--- config.mk ---
export PLATFORM = sky130hd
export DESIGN_NAME = hpid_cfg
export DESIGN_NICKNAME = d
export VERILOG_FILES = /design/src/sv/hpid_pkg.sv /design/src/sv/hpid_cfg.sv
export SDC_FILE = /design/constraint.sdc
export NUM_CORES = 1
export LEC_CHECK = 0
export BUFFER_PORTS_ARGS = -buffer_cell sky130_fd_sc_hd__buf_2
export CAP_MARGIN = 20
export CORE_MARGIN = 1
export CORE_UTILIZATION = 52
export CTS_BUF_LIST = sky130_fd_sc_hd__clkbuf_4
export CTS_CLUSTER_DIAMETER = 120
export DETAILED_ROUTE_END_ITERATION = 8
export GPL_TIMING_DRIVEN = 0
export PLACE_DENSITY = 0.83
export RECOVER_POWER = 100
export SLEW_MARGIN = 20
export SYNTH_ARGS = -nofsm -noshare
export SYNTH_HDL_FRONTEND = slang
export SYNTH_SLANG_ARGS = --single-unit
--- constraint.sdc ---
create_clock -name clk -period 1.05 [get_ports clk]
set_input_delay 0.0525 -clock clk [delete_from_list [all_inputs] [get_ports clk]]
set_output_delay 0.0525 -clock clk [all_outputs]
set_load 0.01 [all_outputs]
--- src/sv/hpid_pkg.sv ---
package hpid_pkg;

  localparam int CFG_IDX_W  = 3;
  localparam int CFG_DATA_W = 24;
  localparam int GAIN_W     = 24;
  localparam int PERIOD_W   = 16;

  localparam int ERR_W      = 25;
  localparam int INTEG_W    = 48;
  localparam int DERIV_W    = 42;
  localparam int SUM_W      = 60;
  localparam int DRIVE_W    = 32;

  // shared multiplier: signed A times unsigned B
  localparam int MUL_A_W    = 26;
  localparam int MUL_B_W    = 24;
  localparam int MUL_P_W    = MUL_A_W + MUL_B_W;

  localparam logic [PERIOD_W-1:0] SAMPLE_PERIOD_RST  = 16'd1311;
  localparam logic [PERIOD_W-1:0] INVERSE_PERIOD_RST = 16'd50;

  typedef enum logic [CFG_IDX_W-1:0] {
    REG_PROP_GAIN      = 3'd0,
    REG_INTEG_GAIN     = 3'd1,
    REG_DERIV_GAIN     = 3'd2,
    REG_SAMPLE_PERIOD  = 3'd3,
    REG_INVERSE_PERIOD = 3'd4
  } cfg_reg_t;

  typedef struct packed {
    logic [GAIN_W-1:0]   prop_gain;
    logic [GAIN_W-1:0]   integ_gain;
    logic [GAIN_W-1:0]   deriv_gain;
    logic [PERIOD_W-1:0] sample_period;
    logic [PERIOD_W-1:0] inverse_period;
  } hpid_cfg_t;

endpackage

--- src/sv/hpid_cfg.sv ---
module hpid_cfg import hpid_pkg::*; (
  input  logic                  clk,
  input  logic                  rst,
  input  logic                  cfg_we,
  input  logic [CFG_IDX_W-1:0]  cfg_index,
  input  logic [CFG_DATA_W-1:0] cfg_data,
  output hpid_cfg_t             cfg
);

  always_ff @(posedge clk) begin
    if (rst) begin
      cfg.prop_gain      <= '0;
      cfg.integ_gain     <= '0;
      cfg.deriv_gain     <= '0;
      cfg.sample_period  <= SAMPLE_PERIOD_RST;
      cfg.inverse_period <= INVERSE_PERIOD_RST;
    end else if (cfg_we) begin
      case (cfg_index)
        REG_PROP_GAIN:      cfg.prop_gain      <= cfg_data[GAIN_W-1:0];
        REG_INTEG_GAIN:     cfg.integ_gain     <= cfg_data[GAIN_W-1:0];
        REG_DERIV_GAIN:     cfg.deriv_gain     <= cfg_data[GAIN_W-1:0];
        REG_SAMPLE_PERIOD:  cfg.sample_period  <= cfg_data[PERIOD_W-1:0];
        REG_INVERSE_PERIOD: cfg.inverse_period <= cfg_data[PERIOD_W-1:0];
        default: ;  // unused index, write dropped
      endcase
    end
  end

endmodule

==> impl_metrics.py, run 1 <==
metrics = {
    "yosys": {
        "yosysSeqAreaShare_pct": 50.0,
        "synthAdderAreaFrac_pct": 0,
        "synth_compound_area_share_pct": 0,
        "ys_types": 14,
        "synth_warnings": 0,
        "syn_nets": 409,
        "synth_top_family_by_area": "multiplexers",
        "synthXorXnorAreaFrac_pct": 0,
        "syn_area_um2": 4170,
        "muxShareOfSynthArea_pct": 25.0,
        "syn_avg_cell_area_um2": 11.0,
        "synth-simple-area-share_pct": 21.7,
        "syn_inst": 379,
        "ys_ff_latch": 104,
    },
    "clock_network": {
        "clkLatencyLatePin_ns": 0.45,
        "clk_path_buf_depth": 2,
        "cts_tree": "done",
        "cts.clk_slew.worst_paths_ns": 0.16,
        "cts.sinks": 104,
        "hold_buffers": 23,
        "cts_root_buffer": "clkbuf_4",
        "post_cts_buffers": 0,
        "cts_buffers": 9,
        "cts.htree.levels": 3,
    },
    "setup_path": {
        "worstSetupPathType": "flip-flop to output pin",
        "crit_path_cell_trace": "buf_2",
        "critPathCaptureType": "output pin",
        "required_ns": 1.00,
        "start_kind": "flip-flop",
        "crit_path_top_delay_cell": "dfxtp_1",
        "path_delay_family": "flip-flops",
        "crit_fanout": 2,
        "worst_ep_arrival_time_ns": 0.98,
        "cp_slowest_stage_delay_ns": 0.39,
        "cp_num_buf_inv": 1,
    },
    "final_layout": {
        "drive_above_1_share_pct": 36.4,
        "nFillCells": 580,
        "area_growth_syn_to_layout_pct": 30.0,
        "reg.largest.list": "cfg: 104 flops",
        "fin_nets": 575,
        "top_register": "cfg",
        "fin_util_pct": 70.1,
        "layout.cells.non_filler": 652,
        "largest_register_ffs": 104,
        "n_antenna_cell": 0,
    },
    "placed_design": {
        "port_buffers": 132,
        "globalplace.congestion": 0.797,
        "dp_hpwl_um": 7200,
        "place_inst": 613,
    },
    "timing": {
        "slew_headroom_pct": 65.6,
        "finalSetupViolCount": 0,
        "finalCriticalPeriod_ns": 1.03,
        "maxSlewViolCount": 0,
        "fin_hold_ws_ns": 0.00206,
        "tightestPinTransition_ns": 0.514,
        "fin_crit_sh_pct": 98.2,
        "grt_setup_unrepaired": "yes",
        "hold_violations": 0,
        "finalClockSkew_ns": 0,
        "max_freq_mhz": 969,
    },
    "power_and_ir_drop": {
        "power.density_cell_area_nw_per_um2": 1360,
        "p_leak_nw": 2.74,
        "vdd_drop_max_mv": 0.748,
        "total_power_mw": 7.34,
    },
    "routing": {
        "drtAntennaViolNets": 0,
        "drc_errors": 0,
        "wl_per_cell_um": 15.8,
        "wl_um": 10300,
        "drtIter0Drc": 103,
        "vias_per_cell": 4.94,
        "vias": 3223,
        "drt-pass1-iter-count": 4,
    },
    "floorplan": {
        "rows": 32,
        "dieArea_um2": 8370,
        "core-area_um2": 7730,
        "die_w_um": 91.5,
        "ios": 134,
        "initial_core_util_pct": 53.9,
        "die_h_um": 91.5,
    },
    "global_routing": {
        "grt_usage_pct": 24.9,
        "grt_max_degree": 18,
        "antenna_found_initial": 0,
        "grt_pass1_wl_um": 16200,
        "grt_pass1_vias": 3197,
        "grt_overflow_total": 0,
    },
    "run": {
        "cap_violations": 0,
    },
    "min_path": {
        "min-delay-path-class": "primary input to flip-flop",
    },
    "outcome": {
        "status": "finished, final reports clean",
    },
}
-- worst paths after layout --
kind                 from  cells past startpoint       to  slack, ns
max               cfg[45]                      1  cfg[45]       0.02
min          cfg_index[0]                      3  cfg[81]      0.002
max reg2reg       cfg[61]                      2  cfg[61]       0.34
min reg2reg       cfg[92]                      2  cfg[92]       0.48
-- logic make-up (layout without fill, tap and decap cells) --
logic type,count (synthesis),in the layout
flip-flops,104,104
buffers and inverters,27,198
multiplexers,104,104
AND/OR/NAND/NOR,144,144
-- cell type report --
type	count	area, um^2	share of cell area (%)
plain buffers	27	124	2.29
clock buffers	9	67.6	1.25
clock inverters	7	120	2.22
multi-input cells	248	1940	35.9
flip-flops and latches	104	2140	39.5
well taps	102	128	2.36
repair buffers	155	896	16.5
-- cells in the mapped netlist (all sizes together) --
master,n,area share [%]
or4b,1,0.24
dfxtp,104,50
mux2i,104,25
buf,13,2.1
nand4bb,3,0.81
and4b,1,0.24
nor4bb,1,0.24
clkbuf,14,1.3
nand4b,1,0.21
nand2b,118,18
nor2,18,1.6
nor4b,1,0.57
-- routing by layer --
metal | share of wire, % | GRT usage [%] | routed length [um] | vias up
met2 | 48 | 42.5 | 4950 | 102
met4 | 2.2 | 9.52 | 228 | 0
met3 | 5.0 | 5.36 | 513 | 21
met1 | 45 | 30.4 | 4590 | 1519
li1 | - | - | - | 1581
met5 | 0 | 0 | 0 | -
-- worst register-to-register path: cells and delay by family, from the launching register on --
family	cells	cell delay [ns]
AND/OR/NAND/NOR	1	0.06
multiplexers	1	0.20
flip-flops	1	0.37
-- where the power goes --
part	internal, mW	switching [mW]	leakage, nW
Combinational	0.343	0.358	1.79
Sequential	4.04	0.0453	0.857
Clock	1.21	1.34	0.0961
-- through the flow --
step / area (um^2) / setup TNS, ns / setup slack [ns]
finish: 5410 / 0 / 0.0184
global placement: 4950 / -12.05 / -0.291
global route: 5410 / -0.0880 / -0.0532
CTS: 5370 / 0 / 0.00935
detailed placement: 4950 / -16.51 / -0.409
floorplan: 4170 / 0 / 0.0552
-- placed cells by master (no fill, tap or decap), drive strengths merged --
| master | n |
|---|---|
| nor4bb | 1 |
| nor2 | 18 |
| nand2b | 118 |
| nand4bb | 3 |
| clkbuf | 42 |
| bufinv | 3 |
| dlygate4sd3 | 23 |
| clkinvlp | 1 |
| nor4b | 1 |
| and4b | 1 |
| or4b | 1 |
| dfxtp | 104 |
| nand4b | 1 |
| clkinv | 3 |
| mux2i | 104 |
| buf | 126 |
-- what timing repair did --
item	4_1_cts	5_1_grt
endpoints found under the setup margin	0	46
hold endpoints to repair	94	1
gates resized for setup	0	49
(Power assumes the default switching activity.)
==> run 2, diff against run 1 <==
Settings changed: CELL_PAD_IN_SITES_DETAIL_PLACEMENT from default to 0, CELL_PAD_IN_SITES_GLOBAL_PLACEMENT from default to 1, CORE_UTILIZATION 52 to 40, PLACE_DENSITY 0.83 to default, PLACE_DENSITY_LB_ADDON from default to 0.1.
==> impl_metrics.py, run 2 (same netlist as run 1, synthesis figures left out) <==
metrics = {
    "outcome": {
        "status": "finished, final reports clean",
    },
    "setup_path": {
        "crit_path_top_delay_cell": "dfxtp_2",
        "path_delay_family": "flip-flops",
        "crit_end": "cfg[84]",
        "critPathCaptureType": "output pin",
        "r2r_end": "cfg[79]",
        "cp_num_buf_inv": 1,
        "crit_path_cell_trace": "buf_4",
        "path_depth": 1,
        "cp_slowest_stage_delay_ns": 0.36,
        "worstSetupPathType": "flip-flop to output pin",
        "ff2ff_setup_slack_ns": 0.31,
        "reg2regPathDepth": 3,
        "worstReg2RegStart": "cfg[79]",
        "required_ns": 1.00,
        "worst_ep_arrival_time_ns": 0.95,
        "start_kind": "flip-flop",
        "critPathLaunch": "cfg[84]",
        "crit_fanout": 2,
    },
    "final_layout": {
        "nFillCells": 939,
        "drive_above_1_share_pct": 43.2,
        "finalInstanceArea_um2": 5500,
        "reg.largest.list": "cfg: 104 flops",
        "top_register": "cfg",
        "ff_latch_area_um2": 2180,
        "multiInputGateArea_um2": 1940,
        "largest_register_ffs": 104,
        "n_antenna_cell": 0,
        "layout_commonest_cell": "buf_2",
        "fin_nets": 580,
        "area_growth_syn_to_layout_pct": 32.0,
        "final_cell_mix": "buf_2, nand2b_1, mux2i_1, dfxtp_2, dfxtp_1",
    },
    "timing": {
        "slew_headroom_pct": 61.3,
        "tightestPinTransition_ns": 0.578,
        "finalCriticalPeriod_ns": 1.00,
        "finalSetupViolCount": 0,
        "tns_ns": 0,
        "hold_violations": 0,
        "grt_setup_unrepaired": "yes",
        "finalClockSkew_ns": 0,
        "fin_crit_sh_pct": 95.6,
        "fin_hold_ws_ns": 0.00389,
        "max_freq_mhz": 997,
        "maxSlewViolCount": 0,
    },
    "clock_network": {
        "cts_tree": "done",
        "cts_buffers": 9,
        "cts.sinks": 104,
        "cts.htree.levels": 3,
        "cts.clk_slew.worst_paths_ns": 0.16,
        "clkLatencyLatePin_ns": 0.45,
        "hold_buffers": 23,
        "cts_root_buffer": "clkbuf_4",
        "clk_path_buf_depth": 2,
    },
    "power_and_ir_drop": {
        "total_power_mw": 6.63,
        "pwr-share-clk_pct": 27.5,
        "p_comb_share_pct": 10.8,
        "vdd_drop_max_mv": 0.587,
        "p_leak_nw": 2.77,
        "seq_power_share_pct": 61.7,
        "switching_share_pct": 26.1,
        "power.density_cell_area_nw_per_um2": 1210,
        "internal_power_mw": 4.90,
        "p_switching_mw": 1.73,
    },
    "routing": {
        "wl_um": 10700,
        "drt-pass1-iter-count": 4,
        "drtAntennaViolNets": 0,
        "wl_per_cell_um": 15.6,
        "drc_errors": 0,
        "wl_met2_um": 5240,
        "drtIter0Drc": 48,
        "vias_per_cell": 4.62,
        "wl_met3_um": 542,
        "routed.top_layer": "met4",
        "drt-met1-wl_um": 4800,
        "vias": 3180,
    },
    "min_path": {
        "min-delay-path-class": "primary input to flip-flop",
    },
    "floorplan": {
        "ios": 134,
        "rows": 36,
        "die_w_um": 104,
        "initial_core_util_pct": 41.8,
        "die_h_um": 104,
        "core-area_um2": 9950,
        "dieArea_um2": 10800,
    },
    "run": {
        "cap_violations": 0,
    },
    "placed_design": {
        "globalplace.congestion": 0.729,
        "dp_hpwl_um": 7540,
        "post_dp_cell_area_um2": 4990,
        "port_buffers": 132,
    },
    "global_routing": {
        "grt_overflow_total": 0,
        "grt_pass1_wl_um": 16800,
        "grt_pass1_vias": 3184,
        "antenna_found_initial": 0,
        "grt_max_degree": 17,
        "grt_usage_pct": 20.2,
    },
}
==> run 2: how the worst min path moves through the flow <==
stage	startpoint	to	cells after the start	slack, ns
finish	cfg_index[0]	cfg[80]	3	0.004
global placement	cfg_data[2]	cfg[18]	3	0.33
global route	cfg_index[0]	cfg[80]	3	-0.03
floorplan	cfg_data[5]	cfg[5]	2	0.21
CTS	cfg_index[0]	cfg[80]	3	-0.02
detailed placement	cfg_data[2]	cfg[18]	3	0.34
==> run 2: routing by layer <==
metal,vias to the layer above,GRT usage (%)
met2,84,34.8
met1,1485,24.3
met5,-,0
li1,1599,-
met3,12,5.33
met4,0,6.53
==> run 2: repair_timing <==
item / CTS / global route
buffers inserted: 0 / 5
endpoints found under the setup margin: 1 / 80
resized for setup: 1 / 88
endpoints found under the hold margin: 90 / 3
==> run 2: cell type report <==
class	instances	area share [%]
repair buffers	160	17.7
plain buffers	27	2.30
multi-input cells	248	35.3
well taps	133	3.03
flip-flops and latches	104	39.6
clock buffers	10	1.37
clock inverters	6	0.660
==> run 2: power groups by stage <==
stage | sequential, mW | combinational (mW) | clock [mW]
finish | 4.09 | 0.716 | 1.82
global route | 4.10 | 0.782 | 2.06
CTS | 4.08 | 0.719 | 1.88
detailed placement | 4.16 | 0.650 | 0
global placement | 4.16 | 0.641 | 0
floorplan | 4.20 | 0.333 | 0
==> run 2: tightest hold or removal path, cell delays in order <==
cell and delay, ns:
buf_2 0.16, nor4b_4 0.10, mux2i_1 0.12
==> run 2: through the flow <==
step | setup WS [ns] | instances | utilization, %
3_3_place_gp | -0.328 | 644 | 50.2
5_1_grt | -0.00989 | 688 | 55.2
4_1_cts | 0.00444 | 683 | 53.6
2_1_floorplan | 0.0552 | 379 | -
3_5_place_dp | -0.369 | 644 | 50.2
6_report | 0.0467 | 688 | 55.2
==> run 3, diff against run 2 <==
Settings changed: ABC_AREA from default to 1, CORE_UTILIZATION 40 to 36.
==> impl_metrics.py, run 3 <==
metrics = {
    "yosys": {
        "syn_area_um2": 4170,
        "ys_async_sr_fraction_pct": 0,
        "synth_most_common_cell": "nor2_1",
        "yosysTopAreaCellShare_pct": 49.9,
        "syn_inst": 594,
        "synth_ff_type": "dfxtp_1",
        "yosysSeqAreaShare_pct": 49.9,
        "ys_ff_latch": 104,
        "ys_types": 15,
        "ys_top_cells_by_area": "dfxtp_1, nor2_1, nand3_1",
        "synth_warnings": 0,
        "syn_avg_cell_area_um2": 7.02,
        "syn_nets": 624,
        "synth-edff-count": 0,
        "synth_common_cells": "nor2_1, nand2_1, dfxtp_1, nand3_1, inv_1",
        "yosysTopAreaCell": "dfxtp_1",
    },
    "final_layout": {
        "n_antenna_cell": 0,
        "top_register": "cfg",
        "area_growth_syn_to_layout_pct": 33.8,
        "largest_register_ffs": 104,
        "reg.largest.list": "cfg: 104 flops",
        "drive_above_1_share_pct": 35.5,
        "fin_nets": 789,
        "fin_util_pct": 50.4,
        "layout_commonest_cell": "nor2_1",
        "final_cell_mix": "nor2_1, buf_2, nand2_1, nand3_1, dfxtp_2",
    },
    "setup_path": {
        "path_delay_family": "flip-flops",
        "crit_fanout": 2,
        "cp_num_buf_inv": 1,
        "crit_path_top_delay_cell": "dfxtp_1",
        "required_ns": 1.00,
        "critPathCaptureType": "output pin",
        "start_kind": "flip-flop",
        "worst_ep_arrival_time_ns": 0.95,
        "crit_path_cell_trace": "buf_2",
        "ff2ff_setup_slack_ns": 0.35,
        "worstSetupPathType": "flip-flop to output pin",
        "cp_slowest_stage_delay_ns": 0.37,
    },
    "routing": {
        "vias_per_cell": 4.68,
        "wl_per_cell_um": 14.3,
        "vias": 4228,
        "drt-pass1-iter-count": 4,
        "drc_errors": 0,
        "drtAntennaViolNets": 0,
        "wl_um": 13000,
        "drtIter0Drc": 168,
    },
    "timing": {
        "finalCriticalPeriod_ns": 1.01,
        "maxSlewViolCount": 0,
        "final.setup.worst_slack_ns": 0.0433,
        "finalClockSkew_ns": 0,
        "grt_setup_unrepaired": "yes",
        "finalSetupViolCount": 0,
        "tightestPinTransition_ns": 0.514,
        "fin_hold_ws_ns": 0.0311,
        "tns_ns": 0,
        "max_freq_mhz": 993,
        "fin_crit_sh_pct": 95.9,
        "hold_violations": 0,
        "slew_headroom_pct": 65.7,
    },
    "clock_network": {
        "cts_buffers": 9,
        "cts.clk_slew.worst_paths_ns": 0.15,
        "clk_path_buf_depth": 2,
        "cts_tree": "done",
        "cts.sinks": 104,
        "clkLatencyLatePin_ns": 0.46,
        "cts_root_buffer": "clkbuf_4",
        "cts.htree.levels": 3,
    },
    "global_routing": {
        "grt_max_degree": 16,
        "grt_overflow_total": 0,
        "grt_usage_pct": 22.3,
        "grt_pass1_vias": 3869,
        "antenna_found_initial": 0,
        "grt_pass1_wl_um": 19600,
    },
    "floorplan": {
        "core-area_um2": 11100,
        "ios": 134,
        "initial_core_util_pct": 37.6,
        "die_h_um": 110,
        "dieArea_um2": 12000,
        "rows": 38,
        "die_w_um": 110,
    },
    "power_and_ir_drop": {
        "p_leak_nw": 2.76,
        "vdd_drop_max_mv": 0.670,
        "power.density_cell_area_nw_per_um2": 1300,
    },
    "placed_design": {
        "globalplace.congestion": 0.846,
        "pre_cts_ws_ns": -0.124,
        "dp_hpwl_um": 9470,
        "port_buffers": 133,
    },
    "run": {
        "cap_violations": 0,
    },
    "min_path": {
        "min-delay-path-class": "primary input to flip-flop",
    },
    "outcome": {
        "status": "finished, final reports clean",
    },
}
[run 3: cell count changes after synthesis, sizes merged, moves of 3 or more]
cell	change
buf	+19
clkbuf	-10
inv	+30
mux2i	-104
nand2	+122
nand2b	-118
nand3	+104
nand4bb	-3
nor2	+179
[run 3: cell type report]
class                   instances  area (um^2)
clock inverters                 6         50.0
flip-flops and latches        104         2190
clock buffers                  10         75.1
inverters                      31          116
repair buffers                154         1000
plain buffers                  36          198
well taps                     140          175
multi-input cells             423         1770
fillers                      1183         5500
[run 3: worst reg2reg max path, delay by kind of cell, from the launching register on]
family | cells | cell delay [ns]
flops | 1 | 0.36
simple gates | 2 | 0.14
buf+inv | 1 | 0.12
[run 3: path summary, 6_finish.rpt]
kind                              startpoint      end  depth (start not counted)
worst min-delay path            cfg_index[0]  cfg[55]                          5
worst min register to register       cfg[16]  cfg[16]                          2
worst max-delay path                 cfg[29]  cfg[29]                          1
worst max register to register       cfg[57]  cfg[57]                          3
[run 3: layer usage]
| metal | track usage (%) | vias up | routed length [um] |
|---|---|---|---|
| met5 | 0 | - | 0 |
| met3 | 3.85 | 15 | 969 |
| met1 | 28.9 | 1920 | 5710 |
| met2 | 35.6 | 128 | 6080 |
| li1 | - | 2165 | - |
| met4 | 11.0 | 0 | 212 |
[run 3: through the flow]
step / cells / instance area [um^2] / total power [mW]
final: 904 / 5580 / 7.26
after CTS: 900 / 5330 / 7.29
after global routing: 904 / 5580 / 7.63
after detailed placement: 867 / 5010 / 5.23
after floorplan: 594 / 4170 / 4.83
after global placement: 867 / 5010 / 5.21
[run 3: logic make-up (layout without fill, tap and decap cells)]
logic type             count (synthesis)  count (layout)  synth area share, %
buffers and inverters                 67             237                 7.59
DFF                                  104             104                 49.9
and+or+nand+nor                      423             423                 42.5
[run 3: repair_timing]
action                                  4_1_cts  5_1_grt
endpoints found under the setup margin       20       82
endpoints found under the hold margin        35        0
gates resized for setup                      20       89
buffers inserted                              0        4
hold buffers                                 17        0
[run 3: power breakdown]
part           total (mW)  internal, mW  switching (mW)
Combinational        1.07         0.417           0.650
Sequential           4.18          4.11          0.0770
Clock                2.02         0.722            1.29
Total                7.26          5.24            2.02
